$ cat src/rtl/rmx_pkg.sv
package rmx_pkg;

  localparam int MemBytes = 65536;
  localparam int MemAw = $clog2(MemBytes);

  typedef enum logic [2:0] {
    FN_MWR = 3'd0,
    FN_MRD = 3'd1,
    FN_EXEC = 3'd2,
    FN_RWR = 3'd3,
    FN_RRD = 3'd4
  } func_t;

  localparam logic [3:0] R_AX = 4'd0;
  localparam logic [3:0] R_BX = 4'd3;
  localparam logic [3:0] R_BP = 4'd5;
  localparam logic [3:0] R_SI = 4'd6;
  localparam logic [3:0] R_DI = 4'd7;
  localparam logic [3:0] R_ES = 4'd8;
  localparam logic [3:0] R_CS = 4'd9;
  localparam logic [3:0] R_DS = 4'd11;
  localparam logic [3:0] R_IP = 4'd12;
  localparam logic [3:0] R_NONE = 4'd13;
  localparam int NRegs = 13;

  localparam logic [7:0] OP_ES = 8'h26;
  localparam logic [7:0] OP_CS = 8'h2e;
  localparam logic [7:0] OP_SS = 8'h36;
  localparam logic [7:0] OP_DS = 8'h3e;
  localparam logic [7:0] OP_MOV_ST = 8'h89;
  localparam logic [7:0] OP_MOV_LD = 8'h8b;
  localparam logic [7:0] OP_MOV_IMM8 = 8'hb0;
  localparam logic [7:0] OP_MOV_IMM16 = 8'hb8;
  localparam logic [7:0] OP_INT = 8'hcd;
  localparam logic [7:0] INT_NUM = 8'h21;
  localparam logic [7:0] AH_VER = 8'h30;
  localparam logic [15:0] VER_VAL = 16'h0300;

  typedef enum logic [4:0] {
    S_IDLE, S_MEMRD, S_REGRD, S_OP_A, S_OP_D, S_B1_A, S_B1_D,
    S_B2_A, S_B2_D, S_B3_A, S_B3_D, S_EA, S_D0_A, S_D0_D, S_D1_A, S_D1_D,
    S_W0, S_W1, S_OUT
  } state_t;

  // pointer source for memory address
  typedef enum logic [1:0] {
    AS_ITEM, AS_FETCH, AS_DATA0, AS_DATA1
  } asel_t;

  typedef struct packed {
    logic   mem_we;
    asel_t  asel;
    logic [1:0] fetch_k;
    logic   wbyte_hi;
    logic   ld_op;
    logic   ld_b1;
    logic   ld_b2;
    logic   ld_b3;
    logic   ld_lo;
    logic   ld_ea;
    logic   pfx;
    logic   exec_wb;
    logic   clr_res;
    logic   ld_memrd;
    logic   ld_regrd;
    logic   item_regwr;
    logic   set_ok;
  } cmd_t;

  typedef struct packed {
    logic [7:0] op;
    logic [7:0] b1;
    logic [7:0] mrd;
    logic       ah_ok;
  } sts_t;

  function automatic logic is_pfx(logic [7:0] o);
    return (o == OP_ES) || (o == OP_CS) || (o == OP_SS) || (o == OP_DS);
  endfunction

  function automatic logic [3:0] ea_base(logic [2:0] rm);
    logic [3:0] r;
    unique case (rm)
      3'd0, 3'd1, 3'd7: r = R_BX;
      3'd2, 3'd3, 3'd6: r = R_BP;
      3'd4: r = R_SI;
      default: r = R_DI;
    endcase
    return r;
  endfunction

  function automatic logic [3:0] ea_index(logic [2:0] rm);
    logic [3:0] r;
    unique case (rm)
      3'd0, 3'd2: r = R_SI;
      3'd1, 3'd3: r = R_DI;
      default: r = R_NONE;
    endcase
    return r;
  endfunction

endpackage

$ cat src/rtl/rmx_ctrl.sv
module rmx_ctrl (
  input  logic             clk,
  input  logic             rst_n,
  input  logic             in_valid,
  output logic             in_ready,
  input  logic [2:0]       in_func,
  output logic             out_valid,
  input  logic             out_ready,
  input  rmx_pkg::sts_t    sts,
  output rmx_pkg::cmd_t    cmd
);
  import rmx_pkg::*;

  state_t state_r, state_nxt;
  logic [16:0] npfx_r, npfx_nxt;
  logic [1:0] mod, mod_d;
  logic [2:0] rm, rm_d;
  logic       ldop, b3need, mov_d;

  assign mod = sts.b1[7:6];
  assign rm = sts.b1[2:0];
  // fields of the byte arriving from memory this cycle
  assign mod_d = sts.mrd[7:6];
  assign rm_d = sts.mrd[2:0];
  assign mov_d = (sts.mrd == OP_MOV_ST) || (sts.mrd == OP_MOV_LD);
  assign ldop = (sts.op == OP_MOV_ST) || (sts.op == OP_MOV_LD);
  assign b3need = (mod == 2'd2) || (mod == 2'd0 && rm == 3'd6);

  always_ff @(posedge clk) begin
    if (!rst_n) begin
      state_r <= S_IDLE;
      npfx_r <= '0;
    end else begin
      state_r <= state_nxt;
      npfx_r <= npfx_nxt;
    end
  end

  always_comb begin
    state_nxt = state_r;
    npfx_nxt = npfx_r;
    unique case (state_r)
      S_IDLE: begin
        npfx_nxt = '0;
        if (in_valid) begin
          unique case (in_func)
            FN_MRD: state_nxt = S_MEMRD;
            FN_EXEC: state_nxt = S_OP_A;
            FN_RRD: state_nxt = S_REGRD;
            default: state_nxt = S_OUT;
          endcase
        end
      end
      S_MEMRD, S_REGRD: state_nxt = S_OUT;
      S_OP_A: state_nxt = S_OP_D;
      S_OP_D: begin
        if (is_pfx(sts.mrd)) begin
          if (npfx_r[16]) state_nxt = S_OUT;
          else begin
            npfx_nxt = npfx_r + 17'd1;
            state_nxt = S_OP_A;
          end
        end else if (mov_d || sts.mrd[7:4] == OP_MOV_IMM8[7:4] || sts.mrd == OP_INT) begin
          state_nxt = S_B1_A;
        end else state_nxt = S_OUT;
      end
      S_B1_A: state_nxt = S_B1_D;
      S_B1_D: begin
        if (ldop) state_nxt = (mod_d == 2'd3) ? S_OUT :
          (mod_d == 2'd0 && rm_d != 3'd6) ? S_EA : S_B2_A;
        else if (sts.op[7:3] == OP_MOV_IMM16[7:3]) state_nxt = S_B2_A;
        else state_nxt = S_W1;
      end
      S_B2_A: state_nxt = S_B2_D;
      S_B2_D: state_nxt = (ldop && !b3need) ? S_EA : (ldop ? S_B3_A : S_W1);
      S_B3_A: state_nxt = S_B3_D;
      S_B3_D: state_nxt = S_EA;
      S_EA: state_nxt = (sts.op == OP_MOV_ST) ? S_W0 : S_D0_A;
      S_D0_A: state_nxt = S_D0_D;
      S_D0_D: state_nxt = S_D1_A;
      S_D1_A: state_nxt = S_D1_D;
      S_D1_D: state_nxt = S_OUT;
      S_W0: state_nxt = S_W1;
      S_W1: state_nxt = S_OUT;
      S_OUT: if (out_ready) state_nxt = S_IDLE;
      default: state_nxt = S_IDLE;
    endcase
  end

  always_comb begin
    cmd = '0;
    cmd.asel = AS_FETCH;
    in_ready = (state_r == S_IDLE);
    out_valid = (state_r == S_OUT);
    unique case (state_r)
      S_IDLE: begin
        cmd.asel = AS_ITEM;
        if (in_valid) begin
          cmd.clr_res = 1'b1;
          cmd.mem_we = (in_func == FN_MWR);
          cmd.item_regwr = (in_func == FN_RWR);
        end
      end
      S_MEMRD: cmd.ld_memrd = 1'b1;
      S_REGRD: cmd.ld_regrd = 1'b1;
      S_OP_A: cmd.fetch_k = 2'd0;
      S_OP_D: begin
        cmd.ld_op = 1'b1;
        cmd.pfx = is_pfx(sts.mrd) && !npfx_r[16];
      end
      S_B1_A: cmd.fetch_k = 2'd1;
      S_B1_D: cmd.ld_b1 = 1'b1;
      S_B2_A: cmd.fetch_k = 2'd2;
      S_B2_D: cmd.ld_b2 = 1'b1;
      S_B3_A: cmd.fetch_k = 2'd3;
      S_B3_D: cmd.ld_b3 = 1'b1;
      S_EA: cmd.ld_ea = 1'b1;
      S_D0_A: cmd.asel = AS_DATA0;
      S_D0_D: begin
        cmd.asel = AS_DATA0;
        cmd.ld_lo = 1'b1;
      end
      S_D1_A: cmd.asel = AS_DATA1;
      S_D1_D: begin
        cmd.asel = AS_DATA1;
        cmd.exec_wb = 1'b1;
        cmd.set_ok = 1'b1;
      end
      S_W0: begin
        cmd.asel = AS_DATA0;
        cmd.mem_we = 1'b1;
      end
      S_W1: begin
        if (sts.op == OP_MOV_ST) begin
          cmd.asel = AS_DATA1;
          cmd.mem_we = 1'b1;
          cmd.wbyte_hi = 1'b1;
          cmd.exec_wb = 1'b1;
          cmd.set_ok = 1'b1;
        end else if (sts.op != OP_INT ||
            (sts.b1 == INT_NUM && sts.ah_ok)) begin
          cmd.exec_wb = 1'b1;
          cmd.set_ok = 1'b1;
        end
      end
      S_OUT: ;
      default: ;
    endcase
  end

  property p_out_hold;
    @(posedge clk) disable iff (!rst_n) out_valid && !out_ready |=> out_valid;
  endproperty
  a_out_hold: assert property (p_out_hold) else $error("result dropped");

  property p_excl;
    @(posedge clk) disable iff (!rst_n) !(in_ready && out_valid);
  endproperty
  a_excl: assert property (p_excl) else $error("busy overlap");

  property p_pfx_cap;
    @(posedge clk) disable iff (!rst_n) npfx_r <= 17'd65536;
  endproperty
  a_pfx_cap: assert property (p_pfx_cap) else $error("prefix count");
endmodule

$ cat config.mk
export PLATFORM = sky130hd
export DESIGN_NAME = rmx_ctrl
export DESIGN_NICKNAME = d
export VERILOG_FILES = /design/src/rtl/rmx_pkg.sv /design/src/rtl/rmx_ctrl.sv
export SDC_FILE = /design/constraint.sdc
export NUM_CORES = 1
export LEC_CHECK = 0
export BUFFER_PORTS_ARGS = -buffer_cell sky130_fd_sc_hd__buf_2
export CAP_MARGIN = 20
export CORE_UTILIZATION = 52
export CTS_CLUSTER_DIAMETER = 30
export DETAILED_ROUTE_END_ITERATION = 10
export GPL_TIMING_DRIVEN = 0
export PLACE_DENSITY_LB_ADDON = 0.08
export REMOVE_ABC_BUFFERS = 1
export SLEW_MARGIN = 15
export SYNTH_ARGS = -nofsm -noshare
export SYNTH_HDL_FRONTEND = slang
export SYNTH_SLANG_ARGS = --single-unit
$ cat constraint.sdc
create_clock -name clk -period 3.4 [get_ports clk]
set_input_delay 0.85 -clock clk [delete_from_list [all_inputs] [get_ports clk]]
set_output_delay 0.85 -clock clk [all_outputs]
set_load 0.03 [all_outputs]
==> results by group, run 1 <==
Hold path
  • Hold crit path type: reg -> reg
  • Hold path startpoint: npfx_r[11]$_SDFFE_PN0P_
  • Hold path endpoint: npfx_r[11]$_SDFFE_PN0P_
  • Hold Path Cell Cnt: 2

Critical path
  • Worst setup path class: in -> out
  • CP Data Arrival Time: roughly 2.5 ns
  • Worst EP required: 2.55 ns
  • CP startpoint kind: input port
  • R2R cell count: 5
  • Setup crit end kind: output port
  • Reg2Reg Capture Point: npfx_r[11]$_SDFFE_PN0P_
  • CP Max Fanout: 4
  • Reg2Reg Launch Point: state_r[2]$_SDFFE_PN0P_
  • Reg-to-reg slack, setup: around 0.96 ns

Timing
  • Shortest period the worst path allows: 3.33 ns
  • Unrepaired setup endpoints after global routing: false
  • Setup_tns: 0 ns
  • F_max: around 300 MHz
  • Max transition margin: 57.8%
  • Final hold violation count: 0
  • Tcrit/Tclk final: a little over nine tenths
  • Final Skew: 0.00205 ns
  • Final Setup Violations: 0
  • Worst-margin pin slew: 0.631 ns
  • Final slew viol count: 0
  • Final hold slack: 0.526 ns
  • Setup WS post-layout: 0.0689 ns

Finish
  • Most common cell after layout, fill and taps aside: buf_2
  • Layout cell share with drive strength beyond 1: 26.4%
  • Cell area after layout: between 2000 and 2500 um2
  • Diodes inserted: 0
  • Most frequent cells in the layout: buf_2, nor2_1, nand2_1, dfxtp_1, xnor2_1
  • Nets@finish: around 310
  • Post-layout util: between 60% and 70%
  • Storage cell area: ~440 um2
  • Layout area overhead: 15.4%
  • # fillers: around 350
  • Area occupied by multi-input gates: approximately 1300 um2

GRT
  • Vias in the first global route: between 1k and 1.5k
  • GRT overflow: 0
  • Largest net degree at the start of global routing: 21
  • First-pass GRT wire length: 6.71 mm
  • Tot GR Track Use: 23.5%
  • Initial antenna violation count: 0

Floorplanning
  • Total die area: roughly 3800 um2
  • Core area: 3340 um2
  • Die Wd: 61.3 um
  • Cell Rows: 21
  • # IOs: 53
  • Initial Util: 54.7%
  • Die H: between 60 and 70 um

CTS
  • Max Buffers Root-to-Sink: 2
  • Clock sinks: 22
  • CTS tree: yes
  • Reg clk slew, reported paths: 0.12 ns
  • Skew-Pair Late Insertion Delay: 0.30 ns
  • Clock root buffer: clkbuf_4
  • H-tree Lvls: 1
  • Total CTS buffers: 3

Place
  • PortBufs: 52
  • Placed cell area: around 2100 um2
  • Post-DP HPWL: around 3.3 mm
  • Placer Congestion: around 0.9
  • Place WS: -0.00797 ns

Pwr
  • Worst vdd ir: about 380 uV
  • Leakage: ~0.00083 uW
  • Power per cell area: roughly 440 nW/um2

Drt
  • WL/cell: between 10 and 15 um
  • Drt drc: 0
  • Via count: 1872
  • Vias per inst: 5.74
  • First DRT Iteration DRCs: 158
  • TritonRoute pass-1 iters: 4
  • Routed Antenna Nets: 0
  • Routed wire length: 4.38 mm

Synth
  • Number of flops mapped to enable cells by yosys: 0
  • Post-synth cell types: 62
  • Register area share after synthesis: 24.1%
  • Dominant synthesized flop cell: dfxtp_1
  • Post-synthesis instance total: 236
  • YS warnings: 0
  • Cell Area, Synth: around 1800 um2
  • Asr flop ratio synth: 0%
  • Synthesized area per cell: 7.74 um2
  • #FFs+latches synth: 22

Job
  • Max cap viols: 0

Outcome
  • Status: finished, final reports clean
-- cells in the mapped netlist (all sizes together), types with 5 or more instances --
cell | number | area share, %
nor2 | 31 | 7.3
nand2 | 25 | 5.3
dfxtp | 22 | 24
xnor2 | 13 | 6.2
clkbuf | 9 | 2.9
inv | 9 | 1.9
a21oi | 8 | 2.2
nor3 | 8 | 2.8
a211oi | 7 | 2.9
a31oi | 7 | 2.4
nand3 | 7 | 1.9
o21ai | 7 | 1.9
a2111oi | 6 | 4.6
buf | 5 | 2.0
nand2b | 5 | 1.7
nor2b | 5 | 1.7
-- report_power, final --
group / total (uW) / internal, uW / switching (uW)
logic: 465 / 161 / 303
registers: 327 / 270 / 56.9
clock network: 143 / 65.4 / 77.9
total: 935 / 497 / 438
-- cell type report --
| cell class | count | area share, % |
|---|---|---|
| Inverter | 9 | 1.60 |
| Timing Repair Buffer | 53 | 12.8 |
| Sequential cell | 22 | 20.9 |
| Clock buffer | 4 | 1.72 |
| Tap cell | 46 | 2.73 |
| Multi-Input combinational cell | 192 | 60.2 |
-- layer usage --
metal	vias to the layer above	wire [um]	track usage [%]
met3	0	339	4.41
met2	62	1820	35.4
met5	-	0	0
met1	852	2220	36.1
met4	0	0	1.62
li1	958	-	-
-- registers in the layout, indices dropped and copies added, names as in the netlist --
| signal | cells |
|---|---|
| npfx_r | 17 |
| state_r | 5 |
-- through the flow --
step                instances  total power [uW]
floorplan                 222               649
global placement          320               786
detailed placement        320               786
CTS                       324               931
global route              326               999
finish                    326               935
-- worst max path at each step --
stage,startpoint,endpoint,cells after the start
2_1_floorplan,state_r[4]$_SDFFE_PN0P_,cmd[18],5
3_3_place_gp,sts[19],cmd[18],7
3_5_place_dp,sts[19],cmd[18],7
4_1_cts,sts[19],cmd[18],7
5_1_grt,sts[19],cmd[18],7
6_report,sts[19],cmd[18],7
-- what timing repair did --
| action | in CTS | in global routing |
|---|---|---|
| resized for setup | 1 | 1 |
| hold buffers | 0 | 0 |
| pin swaps | 0 | 2 |
| endpoints found under the setup margin | 1 | 3 |
| gates cloned | 0 | 1 |
| setup buffers | 0 | 1 |
| endpoints found under the hold margin | 0 | 0 |
-- critical path, cell delays in order --
cell and delay [ns]:
buf_2 0.11, or4b_4 0.55, or3_4 0.44, nor2_8 0.12, o21ai_1 0.11, o41ai_1 0.09, buf_4 0.22
-- logic make-up (layout without fill, tap and decap cells) --
group	count (synthesis)	in the layout	share of synthesized area, %
simple gates	111	112	33.7
buf+inv	23	66	6.79
flops	22	22	24.1
compound gates	60	60	25.3
fa+ha+maj	1	1	0.685
mux	4	4	2.26
xor+xnor	15	15	7.20
No activity file was read; power rests on OpenSTA's default activity.
==> inputs of run 2 (changes only) <==
--- a/config.mk
+++ b/config.mk
@@ -12,6 +12,7 @@
 export DETAILED_ROUTE_END_ITERATION = 10
 export GPL_TIMING_DRIVEN = 0
 export PLACE_DENSITY_LB_ADDON = 0.08
+export RECOVER_POWER = 50
 export REMOVE_ABC_BUFFERS = 1
 export SLEW_MARGIN = 15
 export SYNTH_ARGS = -nofsm -noshare
==> run 2 against run 1 <==
Compared with the run above: critical path depth stayed put; combinational power is 2% lower; non-clock buffer count stayed put; worst hold slack better by 0.0029 ns; maximum frequency is 0.34% higher; register-to-register slack worse by 0.09 ns; core utilization is 0.60 points lower; flip-flop and latch count stayed put; via count is 0.32% lower; global-route usage stayed put.
==> results by group, run 2 (synthesis results as in run 1) <==
CTS
  • H-tree Lvls: 1
  • Total CTS buffers: 3
  • Skew-Pair Late Insertion Delay: 0.31 ns
  • Clock sinks: 22
  • Clock root buffer: clkbuf_4
  • Reg clk slew, reported paths: 0.12 ns
  • Max Buffers Root-to-Sink: 2
  • CTS tree: yes

Critical path
  • Worst EP required: between 2 and 3 ns
  • CP bufs+invs: 2
  • Setup crit end kind: output port
  • CP peak stage delay: 0.53 ns
  • Worst setup path class: in -> out
  • CP startpoint kind: input port
  • CP Data Arrival Time: 2.47 ns
  • Crit-path cells: buf_2 > or4b_4 > or3_4 > nor2_8 > o21ai_1 > o41ai_1 > buf_4
  • Top delay family on crit path: simple AND/OR/NAND/NOR gates
  • Slowest cell on crit path: or4b_4
  • CP Max Fanout: 4

Place
  • Post-DP HPWL: ~3.3 mm
  • PortBufs: 52
  • Dpl cells: 320
  • Placer Congestion: ~0.92
  • Place WS: -0.00797 ns

Drt
  • Vias per inst: 5.72
  • Routed wire length: approximately 4.4 mm
  • WL/cell: ~14 um
  • Routed Antenna Nets: 0
  • First DRT Iteration DRCs: 167
  • Via count: roughly 1.9k
  • Drt drc: 0
  • TritonRoute pass-1 iters: 4

Finish
  • Layout area overhead: 14.3%
  • Layout cell share with drive strength beyond 1: a little under a quarter
  • # fillers: 352
  • Most frequent cells in the layout: buf_2, nor2_1, nand2_1, dfxtp_1, xnor2_1
  • Non-Filler Instances: 326
  • Diodes inserted: 0
  • Largest regs: npfx_r x17, state_r x5
  • Storage cell area: 440 um2
  • Nets@finish: 314
  • Area occupied by multi-input gates: 1260 um2
  • Largest Register: npfx_r
  • Most common cell after layout, fill and taps aside: buf_2
  • Max reg flops: 17

Timing
  • Final hold violation count: 0
  • Final hold slack: 0.529 ns
  • Tcrit/Tclk final: 97.6%
  • Final Skew: 0.00490 ns
  • Setup WS post-layout: 0.0801 ns
  • Worst-margin pin slew: approximately 0.62 ns
  • Unrepaired setup endpoints after global routing: false
  • F_max: ~300 MHz
  • Shortest period the worst path allows: 3.32 ns
  • Final Setup Violations: 0
  • Final slew viol count: 0
  • Setup_tns: 0 ns
  • Max transition margin: roughly three fifths

Job
  • Max cap viols: 0

Floorplanning
  • Die Wd: between 60 and 70 um
  • Cell Rows: 21
  • # IOs: 53
  • Initial Util: 54.7%
  • Die H: 61.3 um
  • Core area: approximately 3300 um2
  • Total die area: 3750 um2

Pwr
  • Worst vdd ir: 385 uV
  • Total Power: 928 uW
  • Leakage: 0.000806 uW
  • Power per cell area: 445 nW/um2

Hold path
  • Hold crit path type: reg -> reg

GRT
  • Initial antenna violation count: 0
  • Tot GR Track Use: about a quarter
  • Largest net degree at the start of global routing: 21
  • GRT overflow: 0
  • Vias in the first global route: roughly 1.5k
  • First-pass GRT wire length: 6.71 mm

Outcome
  • Status: finished, final reports clean
-- run 2: metrics by stage --
step | util (%) | area [um2]
finish | 62.5 | 2090
global route | 62.5 | 2090
CTS | 62.7 | 2090
detailed placement | 61.5 | 2050
global placement | 61.5 | 2050
floorplan | - | 1740
-- run 2: timing repair --
item | CTS | global route
pin swaps | 0 | 2
gates cloned | 0 | 1
endpoints found under the hold margin | 0 | 0
setup endpoints to repair | 1 | 3
resized for setup | 1 | 1
hold buffers | 0 | 0
buffers inserted | 0 | 1
-- run 2: worst reg2reg max path, stage by stage, from the launching register on --
cell,delay (ns)
dfxtp_1,0.63
nor3b_2,0.36
nand4_1,0.50
a2111oi_0,0.70
xnor2_1,0.18
nor2_1,0.05
-- run 2: cell type report --
class / instances / area share [%]
tap: 46 / 2.76
inverter: 9 / 1.62
timing repair buffer: 53 / 12.5
clock buffer: 4 / 1.74
multi-input combinational: 192 / 60.3
sequential: 22 / 21.1
-- run 2: path summary, 6_finish.rpt --
check / start / to / slack, ns / cells after the start
max: sts[22] / cmd[18] / 0.08 / 7
min: npfx_r[11]$_SDFFE_PN0P_ / npfx_r[11]$_SDFFE_PN0P_ / 0.53 / 2
max reg2reg: state_r[2]$_SDFFE_PN0P_ / npfx_r[7]$_SDFFE_PN0P_ / 0.87 / 5
min reg2reg: npfx_r[11]$_SDFFE_PN0P_ / npfx_r[11]$_SDFFE_PN0P_ / 0.53 / 2
-- run 2: where the power goes --
part,switching [uW],internal (uW),leakage [uW]
Clock,80.0,65.4,0.0000210
Sequential,56.1,270,0.000178
Combinational,301,155,0.000608
Total,437,491,0.000806
-- run 2: layer usage --
| layer | global-route usage [%] | vias up | part of all wire, % |
|---|---|---|---|
| li1 | - | 966 | - |
| met2 | 35.4 | 56 | 42 |
| met3 | 4.41 | 0 | 5.9 |
| met1 | 36.1 | 844 | 52 |
| met5 | 0 | - | 0 |
| met4 | 1.62 | 0 | 0 |
